[src/rtl/bbm_pkg.sv]
// shared types, constants and helpers of the binary boundary marker
package bbm_pkg;

  // default frame limits
  localparam int MAX_WIDTH_DEF  = 2048;
  localparam int MAX_HEIGHT_DEF = 4096;

  // field widths
  localparam int PIX_W     = 8;
  localparam int ROW_OUT_W = 12;
  localparam int COL_OUT_W = 11;
  localparam int CFG_W_W   = 12;
  localparam int CFG_H_W   = 13;
  localparam int CFG_DATA_W = 13;
  localparam int CFG_IDX_W  = 1;

  // register indexes
  localparam logic [CFG_IDX_W-1:0] REG_IMAGE_WIDTH  = 1'd0;
  localparam logic [CFG_IDX_W-1:0] REG_IMAGE_HEIGHT = 1'd1;

  // register reset values
  localparam logic [CFG_W_W-1:0] IMAGE_WIDTH_RST  = 12'd640;
  localparam logic [CFG_H_W-1:0] IMAGE_HEIGHT_RST = 13'd480;

  // red levels
  localparam logic [PIX_W-1:0] RED_FULL = 8'hFF;
  localparam logic [PIX_W-1:0] RED_ZERO = 8'h00;

  // two-bit pixel classes
  typedef logic [1:0] cls_t;
  localparam cls_t CLS_OTHER = 2'd0;
  localparam cls_t CLS_ZERO  = 2'd1;
  localparam cls_t CLS_FULL  = 2'd2;

  // line buffer entry: {two rows up, one row up}
  localparam int LB_W = 4;

  // result queue depth
  localparam int FIFO_DEPTH = 4;

  // pixel moving from the counters into the window stage
  typedef struct packed {
    logic [ROW_OUT_W-1:0] row;
    logic [COL_OUT_W-1:0] col;
    logic [PIX_W-1:0]     red;
    logic [PIX_W-1:0]     green;
    logic [PIX_W-1:0]     blue;
    logic [PIX_W-1:0]     alpha;
    cls_t                 cls;
    logic                 emit_int;
    logic                 border;
    logic                 col0_in;
    logic                 col2_in;
    logic                 row0_in;
    logic                 row2_in;
  } pix_item_t;

  // one emitted result
  typedef struct packed {
    logic [ROW_OUT_W-1:0] row;
    logic [COL_OUT_W-1:0] col;
    logic [PIX_W-1:0]     red;
    logic [PIX_W-1:0]     green;
    logic [PIX_W-1:0]     blue;
    logic [PIX_W-1:0]     alpha;
    logic                 last;
  } result_t;

  // up to two results caused by one pixel
  typedef struct packed {
    logic [1:0] cnt;
    result_t    first;
    result_t    second;
  } res_pair_t;

  // window stage status
  typedef struct packed {
    logic vld;
    logic adv;
  } core_stat_t;

  // red value to class
  function automatic cls_t classify(input logic [PIX_W-1:0] red);
    cls_t c;
    if (red == RED_FULL) c = CLS_FULL;
    else if (red == RED_ZERO) c = CLS_ZERO;
    else c = CLS_OTHER;
    return c;
  endfunction

endpackage

[src/rtl/bbm_edge_core.sv]
// window stage: 3x3 class window, edge decision and result forming
module bbm_edge_core (
  input  logic                      clk,
  input  logic                      rst_n,
  input  logic                      load,
  input  bbm_pkg::pix_item_t        item_in,
  input  logic [bbm_pkg::LB_W-1:0]  lb_rd_data,
  input  logic                      room,
  output logic [bbm_pkg::LB_W-1:0]  lb_wr_data,
  output bbm_pkg::res_pair_t        pair,
  output bbm_pkg::core_stat_t       stat
);

  bbm_pkg::pix_item_t item_r;
  logic               vld_r;
  logic               vld_nxt;
  logic [11:0]        win_r;
  logic [11:0]        win_nxt;
  logic               adv;
  bbm_pkg::cls_t      cls_u;
  bbm_pkg::cls_t      cls_m;
  logic [5:0]         cur;
  logic [5:0]         col1;
  logic [5:0]         col2;
  logic               zero_any;
  logic               edge_hit;
  bbm_pkg::result_t   int_res;
  bbm_pkg::result_t   brd_res;

  assign adv = vld_r && room;

  // stage register
  always_comb begin
    vld_nxt = load || (vld_r && !adv);
  end

  always_ff @(posedge clk) begin
    if (!rst_n) begin
      vld_r <= 1'b0;
    end else begin
      vld_r <= vld_nxt;
    end
  end

  always_ff @(posedge clk) begin
    if (load) item_r <= item_in;
  end

  // current column of the window
  assign cls_u = lb_rd_data[3:2];
  assign cls_m = lb_rd_data[1:0];
  assign cur   = {item_r.cls, cls_m, cls_u};
  assign col1  = win_r[5:0];
  assign col2  = win_r[11:6];

  // any interior neighbor at red zero
  always_comb begin
    zero_any = 1'b0;
    if (item_r.row0_in && col1[1:0] == bbm_pkg::CLS_ZERO) zero_any = 1'b1;
    if (item_r.row2_in && col1[5:4] == bbm_pkg::CLS_ZERO) zero_any = 1'b1;
    if (item_r.col0_in) begin
      if (item_r.row0_in && cur[1:0] == bbm_pkg::CLS_ZERO) zero_any = 1'b1;
      if (cur[3:2] == bbm_pkg::CLS_ZERO) zero_any = 1'b1;
      if (item_r.row2_in && cur[5:4] == bbm_pkg::CLS_ZERO) zero_any = 1'b1;
    end
    if (item_r.col2_in) begin
      if (item_r.row0_in && col2[1:0] == bbm_pkg::CLS_ZERO) zero_any = 1'b1;
      if (col2[3:2] == bbm_pkg::CLS_ZERO) zero_any = 1'b1;
      if (item_r.row2_in && col2[5:4] == bbm_pkg::CLS_ZERO) zero_any = 1'b1;
    end
    edge_hit = (col1[3:2] == bbm_pkg::CLS_FULL) && zero_any;
  end

  // interior result one row and one column back
  always_comb begin
    int_res.row   = item_r.row - bbm_pkg::ROW_OUT_W'(1);
    int_res.col   = item_r.col - bbm_pkg::COL_OUT_W'(1);
    int_res.red   = edge_hit ? bbm_pkg::RED_FULL : bbm_pkg::RED_ZERO;
    int_res.green = bbm_pkg::RED_ZERO;
    int_res.blue  = bbm_pkg::RED_ZERO;
    int_res.alpha = bbm_pkg::RED_FULL;
    int_res.last  = !item_r.border;
  end

  // border pixel passes through
  always_comb begin
    brd_res.row   = item_r.row;
    brd_res.col   = item_r.col;
    brd_res.red   = item_r.red;
    brd_res.green = item_r.green;
    brd_res.blue  = item_r.blue;
    brd_res.alpha = item_r.alpha;
    brd_res.last  = 1'b1;
  end

  // result pair toward the queue
  always_comb begin
    pair.cnt    = {1'b0, item_r.emit_int} + {1'b0, item_r.border};
    pair.first  = item_r.emit_int ? int_res : brd_res;
    pair.second = brd_res;
  end

  // window shift
  always_comb begin
    win_nxt = {col1, cur};
  end

  always_ff @(posedge clk) begin
    if (!rst_n) begin
      win_r <= '0;
    end else if (adv) begin
      win_r <= win_nxt;
    end
  end

  assign lb_wr_data = {cls_m, item_r.cls};
  assign stat.vld   = vld_r;
  assign stat.adv   = adv;

endmodule

[config.mk]
export PLATFORM = sky130hd
export DESIGN_NAME = bbm_edge_core
export DESIGN_NICKNAME = d
export VERILOG_FILES = /design/src/rtl/bbm_pkg.sv /design/src/rtl/bbm_edge_core.sv
export SDC_FILE = /design/constraint.sdc
export NUM_CORES = 1
export LEC_CHECK = 0
export BUFFER_PORTS_ARGS = -buffer_cell sky130_fd_sc_hd__buf_2
export CORE_UTILIZATION = 40
export CTS_CLUSTER_DIAMETER = 150
export DETAILED_ROUTE_END_ITERATION = 12
export PLACE_DENSITY = 0.75
export SLEW_MARGIN = 5
export SYNTH_ARGS = -nofsm -noshare
export SYNTH_HDL_FRONTEND = slang
export SYNTH_SLANG_ARGS = --single-unit
[constraint.sdc]
create_clock -name clk -period 1.55 [get_ports clk]
set_input_delay 0.0775 -clock clk [delete_from_list [all_inputs] [get_ports clk]]
set_output_delay 0.0775 -clock clk [all_outputs]
set_load 0.02 [all_outputs]
==> run metrics <==
Max Fclk=446 MHz; critical path launch point type=register; clk_lat worst skew=0.35 ns; Stages on worst setup path=7; cell chain of the critical path=or4_4 > buf_4 > buf_6 > nor2_4 > nand2_1 > xnor2_1 > buf_4; pin count of the biggest net entering global routing=65; HP Class=in -> reg; Mapped Cells=301; DR WL/cell=15.3 microns; die height=97.1 microns; Routed Wire Length=10100 microns; Max Root-Sink Buffers=2; global-route wire length before repair=15300 microns; fillers=593; Max VDD drop=0.000582 V; pwr dens=895 nW/um^2; io pins=191; Hold Vio Cnt, Final=0; top cells by area, synth=edfxtp_1 (52%), buf_4 (13%), dfxtp_1 (7.2%); area leader, netlist=edfxtp_1; Final HPWL DP=5730 microns; commonest non-fill, non-tap cells in the layout=buf_2 (153), dlygate4sd3_1 (67), edfxtp_1 (63), buf_4 (50); Worst R2R Start=vld_r; cell family with most CP delay=simple AND/OR/NAND/NOR gates; drt first pass iters=4; # setup viols final=33; H-tree depth reported by CTS=3; failing checks=negative setup slack; top-area cell type share of the netlist area=52.3%; clk sinks=76; critical path type=reg -> out; Min-Delay Endpoint=vld_r; Worst Reg-to-Reg Cells=4; Final ANT Viol Nets=0; Crit. End Element=output port; CTS tree=yes; Layout area overhead=67.0%; vias in the first global route=3169; gp weighted congestion=0.807; share of post-route cells with drive strength above 1=56.8%; grt total ovfl=0; CP Data Arrival Time=2.17 ns; # Max-Cap Violations=0; fin nets=621; Ant. Diodes=0; Worst-Margin Slew=0.529 ns; mapped cell area=3620 sq um; initial antenna violation count=0; Critical Path Most Common Cell=buf_4; r2r endpoint=win_r[1]; hold path depth=3; syn_area_per_cell=12.0 sq um; Tcrit/Tclk final=145%; root buffer cell=clkbuf_8; register area=2150 sq um; Critical Path Slowest Stage Cell=or4_4; slowest cell delay on critical path=0.56 ns; Overall Power=5.41 mW; status=finished with violations; Clock Skews=0.00760 ns; placed insts=559; number of remaining DRC errors=0; row count=34; vias=3047; Starting Density=41.5%; Vias per Instance=4.62; synth warn=0; footprint of the multi-input gates=1300 sq um; GRT Total Usage=20.5%; RSZ-0062 raised after global routing=true; total CTS buffers=9; drt first-iter violations=104; post-synthesis sequential area ratio=59.5%; required time worst endpoint=1.47 ns; core area=8720 sq um; Final Worst Setup Slack=-0.693 ns; width of the die=97.1 microns; commonest non-fill, non-tap cell in the layout=buf_2; Reg clk slew, reported paths=0.10 ns; R2R Setup Slk=0.51 ns; Die ar.=9430 sq um; max-slew violations=0; Leakage=2.68 nW; Final min period=2.24 ns; relative slew slack=64.4%; Buf/Inv on CP=3; final non-filler cell total=659; FF+latch count, synth=76; syn_nets=376; Port Buffers=189; Hold Crit Start=room; synth unique cells=34; Worst Path Max Fanout=3
power by group:
part	switching, mW	internal [mW]
logic	0.783	0.696
registers	0.0884	2.37
clock network	0.845	0.627
cells in the mapped netlist:
master	n
edfxtp_1	63
or4_1	2
or2_4	1
buf_4	62
nor4_1	1
clkbuf_1	6
nand2_1	36
nor3_1	2
o31ai_1	1
o22ai_1	8
nand4b_1	4
mux2i_1	1
a21boi_0	12
xor2_1	12
nor3b_2	1
nor4_2	3
a21oi_1	1
buf_1	1
o41ai_1	2
conb_1	1
nor2_1	8
nor2b_1	17
o21ai_0	1
inv_1	14
xnor2_1	6
o21a_1	1
or2_2	8
nand2b_1	1
or4_4	1
ha_1	4
dfxtp_1	13
or3b_2	1
nand3b_1	5
or3b_1	1
sequential cells by signal, summed over array words and instances (netlist names):
name,flops
pair,55
win_r,12
item_r,6
lb_wr_data,2
vld_r,1
cells by family (layout without fill, tap and decap cells):
logic type	Yosys count	in the layout	synth area share, %
adder cells (fa/ha/maj)	4	4	1.38
XOR/XNOR	18	18	4.36
buffers and inverters	83	333	15.0
AO/OA/AOI/OAI	26	26	5.05
other	1	1	0.104
multiplexers	1	1	0.277
AND/OR/NAND/NOR	92	92	14.3
flip-flops	76	76	59.5
tightest hold or removal path, stage by stage:
cell	delay (ns)
buf_2	0.09
nor2b_1	0.04
o21a_1	0.16
per-layer routing:
layer	track usage, %	share of wire [%]
met5	0	0
met4	7.46	1.6
met3	4.89	6.0
met2	37.8	55
met1	22.8	38
area by class of cell:
cell class / count / area share [%]
Timing Repair Buffer: 303 / 36.6
Tap cell: 108 / 2.24
Clock inverter: 7 / 1.10
Clock buffer: 9 / 2.05
Inverter: 14 / 0.952
Multi-Input combinational cell: 142 / 21.5
Sequential cell: 76 / 35.6
how the worst max path moves through the flow:
| stage | startpoint | end | slack [ns] |
|---|---|---|---|
| after global routing | pair[49] | pair[110] | -0.73 |
| after floorplan | pair[47] | pair[111] | -0.23 |
| final | pair[49] | pair[110] | -0.69 |
| after CTS | pair[49] | pair[111] | -0.63 |
| after detailed placement | pair[49] | pair[111] | -0.27 |
| after global placement | pair[49] | pair[111] | -0.23 |
metrics by stage:
stage	cell area (sq um)	hold WS, ns	TNS, ns	setup WS, ns	utilization (%)
6_report	6040	0.0509	-11.39	-0.693	69.3
5_1_grt	6040	0.0473	-14.56	-0.726	69.3
4_1_cts	5780	0.0252	-10.12	-0.627	66.3
3_5_place_dp	4610	0.256	-1.90	-0.274	52.8
3_3_place_gp	4610	0.253	-1.46	-0.234	52.8
2_1_floorplan	3780	0.176	-1.30	-0.225	-
repair_timing:
action                                 in CTS  in global routing
hold buffers                               67                  0
endpoints found under the hold margin      67                  0
setup endpoints to repair                  36                 39
gates resized for setup                    70                 54
setup buffers                               7                 14
pin swaps                                  21                  8
Power figures use the tool's default switching activity.
