===== src/rtl/bbm_pkg.sv =====
// shared types, constants and helpers of the binary boundary marker
package bbm_pkg;

  // default frame limits
  localparam int MAX_WIDTH_DEF  = 2048;
  localparam int MAX_HEIGHT_DEF = 4096;

  // field widths
  localparam int PIX_W     = 8;
  localparam int ROW_OUT_W = 12;
  localparam int COL_OUT_W = 11;
  localparam int CFG_W_W   = 12;
  localparam int CFG_H_W   = 13;
  localparam int CFG_DATA_W = 13;
  localparam int CFG_IDX_W  = 1;

  // register indexes
  localparam logic [CFG_IDX_W-1:0] REG_IMAGE_WIDTH  = 1'd0;
  localparam logic [CFG_IDX_W-1:0] REG_IMAGE_HEIGHT = 1'd1;

  // register reset values
  localparam logic [CFG_W_W-1:0] IMAGE_WIDTH_RST  = 12'd640;
  localparam logic [CFG_H_W-1:0] IMAGE_HEIGHT_RST = 13'd480;

  // red levels
  localparam logic [PIX_W-1:0] RED_FULL = 8'hFF;
  localparam logic [PIX_W-1:0] RED_ZERO = 8'h00;

  // two-bit pixel classes
  typedef logic [1:0] cls_t;
  localparam cls_t CLS_OTHER = 2'd0;
  localparam cls_t CLS_ZERO  = 2'd1;
  localparam cls_t CLS_FULL  = 2'd2;

  // line buffer entry: {two rows up, one row up}
  localparam int LB_W = 4;

  // result queue depth
  localparam int FIFO_DEPTH = 4;

  // pixel moving from the counters into the window stage
  typedef struct packed {
    logic [ROW_OUT_W-1:0] row;
    logic [COL_OUT_W-1:0] col;
    logic [PIX_W-1:0]     red;
    logic [PIX_W-1:0]     green;
    logic [PIX_W-1:0]     blue;
    logic [PIX_W-1:0]     alpha;
    cls_t                 cls;
    logic                 emit_int;
    logic                 border;
    logic                 col0_in;
    logic                 col2_in;
    logic                 row0_in;
    logic                 row2_in;
  } pix_item_t;

  // one emitted result
  typedef struct packed {
    logic [ROW_OUT_W-1:0] row;
    logic [COL_OUT_W-1:0] col;
    logic [PIX_W-1:0]     red;
    logic [PIX_W-1:0]     green;
    logic [PIX_W-1:0]     blue;
    logic [PIX_W-1:0]     alpha;
    logic                 last;
  } result_t;

  // up to two results caused by one pixel
  typedef struct packed {
    logic [1:0] cnt;
    result_t    first;
    result_t    second;
  } res_pair_t;

  // window stage status
  typedef struct packed {
    logic vld;
    logic adv;
  } core_stat_t;

  // red value to class
  function automatic cls_t classify(input logic [PIX_W-1:0] red);
    cls_t c;
    if (red == RED_FULL) c = CLS_FULL;
    else if (red == RED_ZERO) c = CLS_ZERO;
    else c = CLS_OTHER;
    return c;
  endfunction

endpackage


===== src/rtl/bbm_result_fifo.sv =====
// small result queue taking up to two results per beat
module bbm_result_fifo (
  input  logic                clk,
  input  logic                rst_n,
  input  logic                push,
  input  bbm_pkg::res_pair_t  pair,
  input  logic                pop,
  output logic                out_vld,
  output bbm_pkg::result_t    head,
  output logic                room
);

  localparam int D  = bbm_pkg::FIFO_DEPTH;
  localparam int PW = $clog2(D);
  localparam int CW = $clog2(D + 1);

  bbm_pkg::result_t ent_r [D];
  logic [PW-1:0]    wp_r;
  logic [PW-1:0]    wp_nxt;
  logic [PW-1:0]    rp_r;
  logic [PW-1:0]    rp_nxt;
  logic [CW-1:0]    cnt_r;
  logic [CW-1:0]    cnt_nxt;
  logic [1:0]       n_in;
  logic             do_pop;

  assign n_in   = push ? pair.cnt : 2'd0;
  assign do_pop = pop && out_vld;

  // pointers and fill level
  always_comb begin
    wp_nxt  = wp_r + PW'(n_in);
    rp_nxt  = rp_r + PW'(do_pop);
    cnt_nxt = cnt_r + CW'(n_in) - CW'(do_pop);
  end

  always_ff @(posedge clk) begin
    if (!rst_n) begin
      wp_r  <= '0;
      rp_r  <= '0;
      cnt_r <= '0;
    end else begin
      wp_r  <= wp_nxt;
      rp_r  <= rp_nxt;
      cnt_r <= cnt_nxt;
    end
  end

  // entry writes
  always_ff @(posedge clk) begin
    if (n_in != 2'd0) ent_r[wp_r] <= pair.first;
    if (n_in == 2'd2) ent_r[wp_r + PW'(1)] <= pair.second;
  end

  assign out_vld = (cnt_r != '0);
  assign head    = ent_r[rp_r];
  assign room    = (cnt_r <= CW'(D - 2));

endmodule


===== config.mk =====
export PLATFORM = sky130hd
export DESIGN_NAME = bbm_result_fifo
export DESIGN_NICKNAME = d
export VERILOG_FILES = /design/src/rtl/bbm_pkg.sv /design/src/rtl/bbm_result_fifo.sv
export SDC_FILE = /design/constraint.sdc
export NUM_CORES = 1
export LEC_CHECK = 0
export BUFFER_PORTS_ARGS = -buffer_cell sky130_fd_sc_hd__buf_4
export CAP_MARGIN = 0
export CORE_MARGIN = 3
export CORE_UTILIZATION = 35
export CTS_CLUSTER_SIZE = 40
export DETAILED_ROUTE_END_ITERATION = 10
export MAX_ROUTING_LAYER = met4
export PLACE_DENSITY_LB_ADDON = 0.3
export SETUP_SLACK_MARGIN = 0.15
export SLEW_MARGIN = 15
export SYNTH_ARGS = -nofsm -noshare
export SYNTH_HDL_FRONTEND = slang
export SYNTH_SLANG_ARGS = --single-unit

===== constraint.sdc =====
create_clock -name clk -period 4.5 [get_ports clk]
set_input_delay 0.675 -clock clk [delete_from_list [all_inputs] [get_ports clk]]
set_output_delay 0.675 -clock clk [all_outputs]
set_load 0.01 [all_outputs]

==> impl_metrics.csv, run 1 <==
group,metric,value,unit
run_status,status,"finished, final reports clean",
yosys,avgSynthCellArea,19.1,um^2
yosys,syn_inst,595,
placed_design,dp_hpwl,15700,um
yosys,synth_seq_cells,231,
floorplanning,start_util,35.7,%
global_routing,overflow,0,
yosys,netlist_top_cells_area,"edfxtp_1 59%, mux2_2 18%, mux4_2 11%, mux2_4 5.3%, dfxtp_1 1.2%",
timing,rsz0062_at_grt,"false",
timing,tns,0,ns
timing,max_freq,0.307,GHz
power,p_clk_share,36.4,%
global_routing,grt_util_all_layers,15.6,%
run,drv_cap,0,
placed_design,io_buffers,175,
critical_path,r2r_start,"wp_r[1]$_SDFF_PN0_",
critical_path,required,3.83,ns
critical_path,endpoint_kind,"output port",
yosys,syn_area,11400,um^2
drt,viasPerCell,4.98,
floorplanning,fp.dieH,186,um
timing,hold_viol,0,
floorplanning,die_x,186,um
yosys,yosysMostFrequentCell,"edfxtp_1",
timing,clock_skew,0.0106,ns
critical_path,critPathSlowestCell,"dfxtp_4",
critical_path,start_kind,"flip-flop",
timing,slew_violations,0,
critical_path,critPathMaxStageDelay,0.72,ns
critical_path,reg2reg_depth,3,
clock_tree,cts_hold_buffers,0,
drt,drc_errors,0,
global_routing,grt_pass1_vias,6725,
yosys,ys_types,32,
min_path,hold_class,"input pin to flip-flop",
power,seq_power_share,41.5,%
power,power_density,447,nW/um^2
yosys,yosysWarnings,0,
drt,vias,6128,
critical_path,r2r_slack,2.02,ns
power,ir_drop,0.281,mV
clock_tree,post_cts_buffers,0,
drt,ant_nets,0,
critical_path,crit_start,"rp_r[0]$_SDFF_PN0_",
power,power.internal,4.71,mW
power,netSwitchingFraction,25.2,%
yosys,synth-seq-area-share,60.5,%
floorplanning,dieArea,34600,um^2
critical_path,cpMostUsedCell,"buf_4",
drt,wire_per_inst,21.4,um
clock_tree,cts_resized,0,
critical_path,cp_num_buf_inv,2,
critical_path,path_class,"flip-flop to output port",
critical_path,worst_r2r_endpoint,"ent_r[3][25]$_DFFE_PP_",
yosys,synth_top_area_share,59.3,%
yosys,mappedNetlistNets,717,
timing,finalSetupViolCount,0,
global_routing,grt_antenna_before_repair,0,
floorplanning,io_pins,176,
floorplanning,coreArea,31800,um^2
final_layout,area_growth,24.2,%
drt,first_iter_violations,211,
clock_tree,clk_pin_slew,0.06,ns
global_routing,grt_pass1_wl,39700,um
power,p_leak,4.99,nW
global_routing,grt_max_degree,57,
yosys,yosysTopAreaCell,"edfxtp_1",
floorplanning,num_rows,65,
clock_tree,clkSinkCount,231,
timing,maxSlewHeadroom,29.9,%
clock_tree,root_buffer,"clkbuf_16",
critical_path,critical-path-top-delay-family,"flip-flops",
final_layout,drive_gt1_share,65.7,%
yosys,synth-edff-count,224,
clock_tree,cts_buffer_depth,3,
critical_path,endpoint,"head[22]",
clock_tree,cts_made_buffers,28,
critical_path,cp_num_cells,3,
clock_tree,h-tree-depth,1,
power,total_power,6.30,mW
timing,worst_pin_slew,1.05,ns
final_layout,layout.nets,896,
timing,finalCritPeriodShare,72.5,%
final_layout,num_antenna_cells,0,
critical_path,crit_path_max_fanout,27,
timing,min_period,3.26,ns
power,pwr-share-comb,22.1,%
drt,wirelength,26400,um
clock_tree,clk_latency,0.53,ns
drt,dr.pass1.iters,5,
placed_design,gp_congestion,0.732,
yosys,synth_common_cells,"224 x edfxtp_1, 185 x mux2_2, 56 x mux4_2",
yosys,async_flop_share,0,%
critical_path,path_cells,"buf_4, mux4_2, buf_4",
critical_path,cp_data_arrival_time,2.59,ns
min_path,hold_path_startpoint,"rst_n",
clock_tree,cts_tree,"built",
yosys,synth_top_flop_cell,"edfxtp_1",
power,p_sw,1.59,mW
-- kinds of logic after synthesis --
| logic type | Yosys count | share of synthesized area, % |
|---|---|---|
| AOI/OAI and AO/OA | 5 | 0.320 |
| xor gates and xnor gates | 6 | 0.463 |
| adders and majority gates | 4 | 0.507 |
| buffers and inverters | 42 | 2.07 |
| DFF | 231 | 60.5 |
| muxes | 281 | 34.8 |
| and+or+nand+nor | 26 | 1.40 |
-- power groups by stage --
stage               sequential, mW  clock (mW)  combinational, mW
floorplan                     2.58           0              0.885
global placement              2.67           0               1.42
detailed placement            2.67           0               1.43
CTS                           2.63        2.34               1.43
global route                  2.64        2.44               1.51
finish                        2.62        2.29               1.39
-- metal layers --
metal  global-route usage [%]  up-vias  routed length [um]
met2                     26.9      130               13600
li1                         -     2806                   -
met1                     20.0     3168               11500
met5                        -        -                   0
met3                     1.99       24                 998
met4                     2.77        0                 334
-- flip-flops by register name, summed over array words and instances (netlist names) --
name,flops
rp_r,2
wp_r,2
ent_r,224
cnt_r,3
-- worst min-delay path by stage --
| stage | end | slack (ns) | cells past startpoint |
|---|---|---|---|
| 6_report | cnt_r[1]$_SDFF_PN0_ | 0.41 | 2 |
| 5_1_grt | rp_r[0]$_SDFF_PN0_ | 0.40 | 2 |
| 4_1_cts | cnt_r[1]$_SDFF_PN0_ | 0.38 | 2 |
| 3_5_place_dp | cnt_r[2]$_SDFF_PN0_ | 0.65 | 2 |
| 3_3_place_gp | cnt_r[2]$_SDFF_PN0_ | 0.64 | 2 |
| 2_1_floorplan | cnt_r[2]$_SDFF_PN0_ | 0.58 | 2 |
-- stage by stage --
stage / worst slack (ns) / utilization [%] / std cells / cell area [um^2] / hold WS (ns)
2_1_floorplan: 0.460 / - / 595 / 11400 / 0.583
3_3_place_gp: 1.68 / 41.4 / 1179 / 13200 / 0.636
3_5_place_dp: 1.64 / 41.4 / 1179 / 13200 / 0.647
4_1_cts: 1.11 / 44.3 / 1231 / 14100 / 0.384
5_1_grt: 1.03 / 44.3 / 1231 / 14100 / 0.401
6_report: 1.24 / 44.3 / 1231 / 14100 / 0.410
-- final cells by class --
cell class	instances	area, um^2
clock buffers	34	744
clock inverters	18	195
fillers	2811	17700
inverters	3	11.3
multi-input cells	322	4290
flip-flops and latches	231	6870
well taps	435	544
repair buffers	188	1440
-- worst reg2reg max path: stages (launching register included) --
cell and delay, ns:
dfxtp_1 0.57, or4b_4 0.85, buf_4 0.43, mux2_4 0.38
-- placed cells by master (no fill, tap or decap), drive strengths merged, types with 4 or more instances in the layout --
cell type and count:
nand2 5, bufinv 4, buf 188, inv 5
mux4 56, xnor2 5, clkinv 12, dfxtp 7
and2 7, clkbuf 34, edfxtp 224, mux2 225
No activity file was read; power rests on OpenSTA's default activity.
==> inputs of run 2 (changes only) <==
--- a/config.mk
+++ b/config.mk
@@ -5,6 +5,7 @@
 export SDC_FILE = /design/constraint.sdc
 export NUM_CORES = 1
 export LEC_CHECK = 0
+export ABC_AREA = 1
 export BUFFER_PORTS_ARGS = -buffer_cell sky130_fd_sc_hd__buf_4
 export CAP_MARGIN = 0
 export CORE_MARGIN = 3
==> constraint.sdc (replaced) <==
create_clock -name clk -period 3.1 [get_ports clk]
set_input_delay 0.465 -clock clk [delete_from_list [all_inputs] [get_ports clk]]
set_output_delay 0.465 -clock clk [all_outputs]
set_load 0.01 [all_outputs]
==> run 2 against run 1 <==
Net effect:
- clock skew is 0.0019 ns higher
- non-clock buffer count is 6 higher
- largest power group unchanged
- critical path depth is 1 higher
- largest cell class unchanged
- critical path type unchanged
- global-route usage is 2.0 points higher
- combinational power is 60% higher
- flip-flop and latch count stayed put
- critical endpoint is now head[4]
==> impl_metrics.csv, run 2 <==
group,metric,value,unit
clock_tree,clk_latency,0.52,ns
critical_path,path_class,"flip-flop to output port",
run_status,status,"finished, final reports clean",
clock_tree,clk_pin_slew,0.06,ns
final_layout,largest_reg_flops,224,
placed_design,pre_cts_ws,0.890,ns
clock_tree,cts_tree,"built",
critical_path,required,2.63,ns
timing,max_freq,0.382,GHz
yosys,ys_types,25,
global_routing,grt_pass1_wl,45900,um
floorplanning,fp.dieH,185,um
timing,finalSetupViolCount,0,
timing,fin_hold_ws,0.190,ns
yosys,synth_top_family_by_area,"compound AO/OA/AOI/OAI gates",
yosys,yosysWarnings,0,
drt,drc_errors,0,
drt,wirelength,30000,um
global_routing,grt_max_degree,113,
placed_design,dp_hpwl,18000,um
timing,tns,0,ns
power,power_density,643,nW/um^2
yosys,yosysTopAreaCell,"edfxtp_1",
timing,min_period,2.62,ns
yosys,syn_inst,1162,
clock_tree,post_cts_buffers,0,
timing,rsz0062_at_grt,"false",
drt,dr.pass1.iters,5,
clock_tree,root_buffer,"clkbuf_16",
critical_path,cp_data_arrival_time,2.15,ns
yosys,yosysMostFrequentCell,"nand2_1",
final_layout,regMostFlops,"ent_r",
drt,viasPerCell,5.15,
yosys,synth-seq-area-share,61.3,%
yosys,synthAdderAreaFrac,0.514,%
final_layout,area_growth,21.5,%
final_layout,drive_gt1_share,18.4,%
placed_design,gp_congestion,0.760,
drt,vias,8822,
yosys,avgSynthCellArea,9.64,um^2
global_routing,grt_pass1_vias,8212,
drt,wire_per_inst,17.5,um
yosys,netlist_top_cells_area,"edfxtp_1 60%, o21ai_0 8.7%, nand2_1 8.3%, o21ai_1 6.3%, nor2_1 3.9%",
placed_design,io_buffers,175,
global_routing,overflow,0,
power,ir_drop,0.330,mV
yosys,synth_common_cells,"247 x nand2_1, 224 x edfxtp_1, 195 x o21ai_0",
yosys,synth_compound_area_share,18.3,%
timing,setup_ws,0.485,ns
drt,ant_nets,0,
final_layout,mostFrequentLayoutCells,"243 x nand2_1, 224 x edfxtp_1, 195 x o21ai_0, 183 x buf_4, 141 x o21ai_1",
timing,maxSlewHeadroom,53.2,%
critical_path,crit_path_max_fanout,57,
yosys,async_flop_share,0,%
floorplanning,coreArea,31100,um^2
yosys,synth_seq_cells,231,
floorplanning,start_util,36.0,%
run,drv_cap,0,
yosys,syn_area,11200,um^2
critical_path,start_kind,"flip-flop",
yosys,synth-simple-area-share,12.9,%
clock_tree,cts_buffer_depth,3,
yosys,synth_top_flop_cell,"edfxtp_1",
floorplanning,io_pins,176,
timing,hold_viol,0,
power,p_leak,5.61,nW
clock_tree,clkSinkCount,231,
global_routing,grt_util_all_layers,17.5,%
clock_tree,cts_made_buffers,25,
global_routing,grt_antenna_before_repair,0,
final_layout,num_antenna_cells,0,
power,total_power,8.75,mW
final_layout,layout.nets,1420,
yosys,muxShareOfSynthArea,0,%
timing,finalCritPeriodShare,84.4,%
critical_path,endpoint_kind,"output port",
floorplanning,num_rows,64,
yosys,synth-edff-count,224,
timing,clock_skew,0.0124,ns
yosys,synth-xor-area-share,0.235,%
floorplanning,dieArea,34200,um^2
drt,first_iter_violations,632,
final_layout,reg.largest.list,"ent_r (224), cnt_r (3)",
clock_tree,cts_hold_buffers,0,
final_layout,final_common_cell,"nand2_1",
clock_tree,h-tree-depth,1,
yosys,mappedNetlistNets,1284,
yosys,synth_top_area_share,60.1,%
timing,slew_violations,0,
timing,worst_pin_slew,0.702,ns
floorplanning,die_x,185,um
clock_tree,cts_resized,0,
min_path,hold_class,"input pin to flip-flop",
## run 2: stage by stage
stage | area (um^2) | utilization (%) | cells
6_report | 13600 | 43.8 | 1712
4_1_cts | 13600 | 43.8 | 1712
2_1_floorplan | 11200 | - | 1162
5_1_grt | 13600 | 43.8 | 1712
3_5_place_dp | 12800 | 41.4 | 1667
3_3_place_gp | 12800 | 41.4 | 1667
## run 2: cell families after synthesis
kind of cell | Yosys count
and+or+nand+nor | 376
xor gates and xnor gates | 3
AOI/OAI and AO/OA | 395
buffers and inverters | 153
DFF | 231
adders and majority gates | 4
## run 2: final cells by class
type | count | area [um^2]
Tap cell | 396 | 495
Fill cell | 2911 | 17500
Timing Repair Buffer | 194 | 1590
Inverter | 68 | 256
Sequential cell | 231 | 6870
Clock buffer | 29 | 641
Multi-Input combinational cell | 778 | 3630
Clock inverter | 16 | 118
## run 2: power by group
group	total [mW]	internal, mW	switching [mW]
combinational	2.23	0.887	1.34
sequential	3.72	3.65	0.0730
clock	2.80	1.63	1.17
total	8.75	6.17	2.58
## run 2: worst paths after layout
kind,startpoint,endpoint,slack [ns],depth (start not counted)
setup / recovery,rp_r[1]$_SDFF_PN0_,head[4],0.48,4
hold / removal,rst_n,cnt_r[0]$_SDFF_PN0_,0.19,3
setup reg to reg,wp_r[1]$_SDFF_PN0_,ent_r[3][16]$_DFFE_PP_,1.08,5
hold reg to reg,cnt_r[2]$_SDFF_PN0_,cnt_r[2]$_SDFF_PN0_,0.52,2
## run 2: critical path, cell delays in order (launching register included)
cell and delay (ns):
dfxtp_2 0.33, buf_4 0.57, o21ai_0 0.19, o22ai_1 0.34
buf_4 0.19
## run 2: per-layer routing
layer,share of wire [%],global-route usage (%),vias to the layer above
li1,-,-,4343
met1,44,23.4,4137
met2,48,29.0,305
met3,6.4,2.30,37
met4,1.6,3.45,0
met5,0,-,-
==> inputs of run 3 (changes only) <==
==> constraint.sdc (replaced) <==
create_clock -name clk -period 2.3 [get_ports clk]
set_input_delay 0.345 -clock clk [delete_from_list [all_inputs] [get_ports clk]]
set_output_delay 0.345 -clock clk [all_outputs]
set_load 0.01 [all_outputs]
==> run 3 against run 2 <==
Net effect:
- flip-flop and latch count did not move
- largest cell class unchanged
- final cell count rose by 0.64%
- hold slack got worse by 0.13 ns
- power rose by 44%
- critical path depth did not move
- utilization rose by 1.4 points
- design area rose by 3.2%
- sequential share of layout area fell by 1.6 points
- die area did not move
- critical path type unchanged
- non-clock buffer count rose by 11
==> impl_metrics.csv, run 3 (synthesis gave the netlist of run 2 again) <==
group,metric,value,unit
min_path,hold_class,"input pin to flip-flop",
critical_path,r2r_slack,0.43,ns
clock_tree,cts_tree,"built",
critical_path,r2r_start,"cnt_r[2]$_SDFF_PN0_",
final_layout,drive_gt1_share,19.7,%
run_status,status,"finished, final reports clean",
timing,finalCritPeriodShare,92.7,%
critical_path,crit_start,"rp_r[0]$_SDFF_PN0_",
critical_path,worst_r2r_endpoint,"cnt_r[2]$_SDFF_PN0_",
critical_path,endpoint,"head[27]",
drt,first_iter_violations,640,
drt,wire_per_inst,18.8,um
drt,wl_met2,15800,um
critical_path,path_cells,"buf_16, o21ai_0, o22ai_1, buf_4",
final_layout,mostFrequentLayoutCells,"243 x nand2_1, 224 x edfxtp_1, 189 x o21ai_0, 177 x buf_4, 147 x o21ai_1",
power,ir_drop,0.534,mV
final_layout,num_antenna_cells,0,
drt,dr_wl_met3,2150,um
critical_path,cp_data_arrival_time,1.79,ns
global_routing,grt_util_all_layers,18.2,%
clock_tree,root_buffer,"clkbuf_16",
final_layout,reg.largest.list,"ent_r (224), cnt_r (3)",
placed_design,pre_cts_ws,0.417,ns
drt,drc_errors,0,
timing,hold_viol,0,
clock_tree,cts_made_buffers,26,
run,drv_cap,0,
drt,vias,8955,
final_layout,regMostFlops,"ent_r",
clock_tree,cts_hold_buffers,0,
critical_path,critPathSlowestCell,"dfxtp_4",
timing,tns,0,ns
timing,clock_skew,0.0117,ns
critical_path,path_class,"flip-flop to output port",
placed_design,dp_hpwl,17800,um
timing,setup_ws,0.168,ns
clock_tree,clk_pin_slew,0.06,ns
timing,min_period,2.13,ns
critical_path,cp_num_cells,4,
timing,maxSlewHeadroom,66.5,%
timing,slew_violations,0,
drt,dr.pass1.iters,5,
critical_path,reg2reg_depth,10,
floorplanning,start_util,36.0,%
timing,rsz0062_at_grt,"true",
final_layout,layout.nets,1432,
floorplanning,num_rows,64,
final_layout,final_util,45.2,%
critical_path,critical-path-top-delay-family,"flip-flops",
floorplanning,dieArea,34200,um^2
global_routing,grt_pass1_wl,47000,um
critical_path,start_kind,"flip-flop",
clock_tree,cts_buffer_depth,3,
placed_design,io_buffers,175,
critical_path,critPathMaxStageDelay,0.43,ns
critical_path,crit_path_max_fanout,41,
global_routing,grt_pass1_vias,8550,
global_routing,grt_max_degree,113,
clock_tree,clkSinkCount,231,
drt,top_layer,"met4",
global_routing,grt_antenna_before_repair,0,
critical_path,endpoint_kind,"output port",
timing,worst_pin_slew,0.502,ns
drt,drt-met1-wl,13900,um
final_layout,largest_reg_flops,224,
power,p_leak,5.82,nW
final_layout,area_growth,25.4,%
placed_design,gp_congestion,0.735,
floorplanning,coreArea,31100,um^2
final_layout,final_common_cell,"nand2_1",
global_routing,overflow,0,
power,power_density,900,nW/um^2
drt,viasPerCell,5.20,
timing,max_freq,0.469,GHz
floorplanning,io_pins,176,
floorplanning,fp.dieH,185,um
drt,wirelength,32400,um
drt,ant_nets,0,
timing,finalSetupViolCount,0,
critical_path,required,1.96,ns
final_layout,n_fill_cell,2956,
clock_tree,h-tree-depth,1,
critical_path,cp_num_buf_inv,2,
clock_tree,clk_latency,0.53,ns
floorplanning,die_x,185,um
==> run 3: power by group <==
group          internal, mW  switching [mW]  total [mW]
combinational          1.46            2.02        3.48
clock                  2.53            1.62        4.15
sequential             4.92          0.0922        5.01
==> run 3: final cells by class <==
type | count | area [um^2] | area share [%]
Clock inverter | 9 | 116 | 0.829
Sequential cell | 231 | 6870 | 48.9
Tap cell | 396 | 495 | 3.53
Inverter | 68 | 263 | 1.87
Clock buffer | 36 | 729 | 5.19
Timing Repair Buffer | 205 | 1910 | 13.6
Multi-Input combinational cell | 778 | 3660 | 26.0
==> run 3: worst min-delay path by stage <==
stage	from	to	slack (ns)	depth (start not counted)
after floorplan	rst_n	cnt_r[0]$_SDFF_PN0_	0.44	2
after global placement	cnt_r[2]$_SDFF_PN0_	cnt_r[2]$_SDFF_PN0_	0.53	2
after detailed placement	cnt_r[2]$_SDFF_PN0_	cnt_r[2]$_SDFF_PN0_	0.51	2
after CTS	rst_n	cnt_r[1]$_SDFF_PN0_	0.04	3
after global routing	rst_n	cnt_r[1]$_SDFF_PN0_	0.08	3
final	rst_n	cnt_r[0]$_SDFF_PN0_	0.06	3
==> run 3: worst min-delay path: stages <==
cell,delay (ns)
buf_4,0.13
nand2_1,0.05
inv_1,0.04
==> run 3: what timing repair did <==
action,CTS,global route
endpoints found under the setup margin,21,38
cloned,2,5
setup buffers,1,0
gates resized for setup,12,17
pin swaps,0,2
==> run 3: metal layers <==
| layer | vias up | global-route usage [%] |
|---|---|---|
| li1 | 4364 | - |
| met2 | 296 | 31.2 |
| met5 | - | - |
| met1 | 4255 | 23.1 |
| met4 | 0 | 3.57 |
| met3 | 40 | 2.79 |
==> run 3: through the flow <==
stage	area (um^2)	hold WS, ns	instances	power [mW]
6_report	14000	0.0618	1723	12.6
5_1_grt	14000	0.0750	1723	13.3
4_1_cts	13900	0.0384	1718	12.5
3_5_place_dp	12900	0.512	1670	8.16
3_3_place_gp	12900	0.528	1670	8.12
2_1_floorplan	11200	0.438	1162	6.68
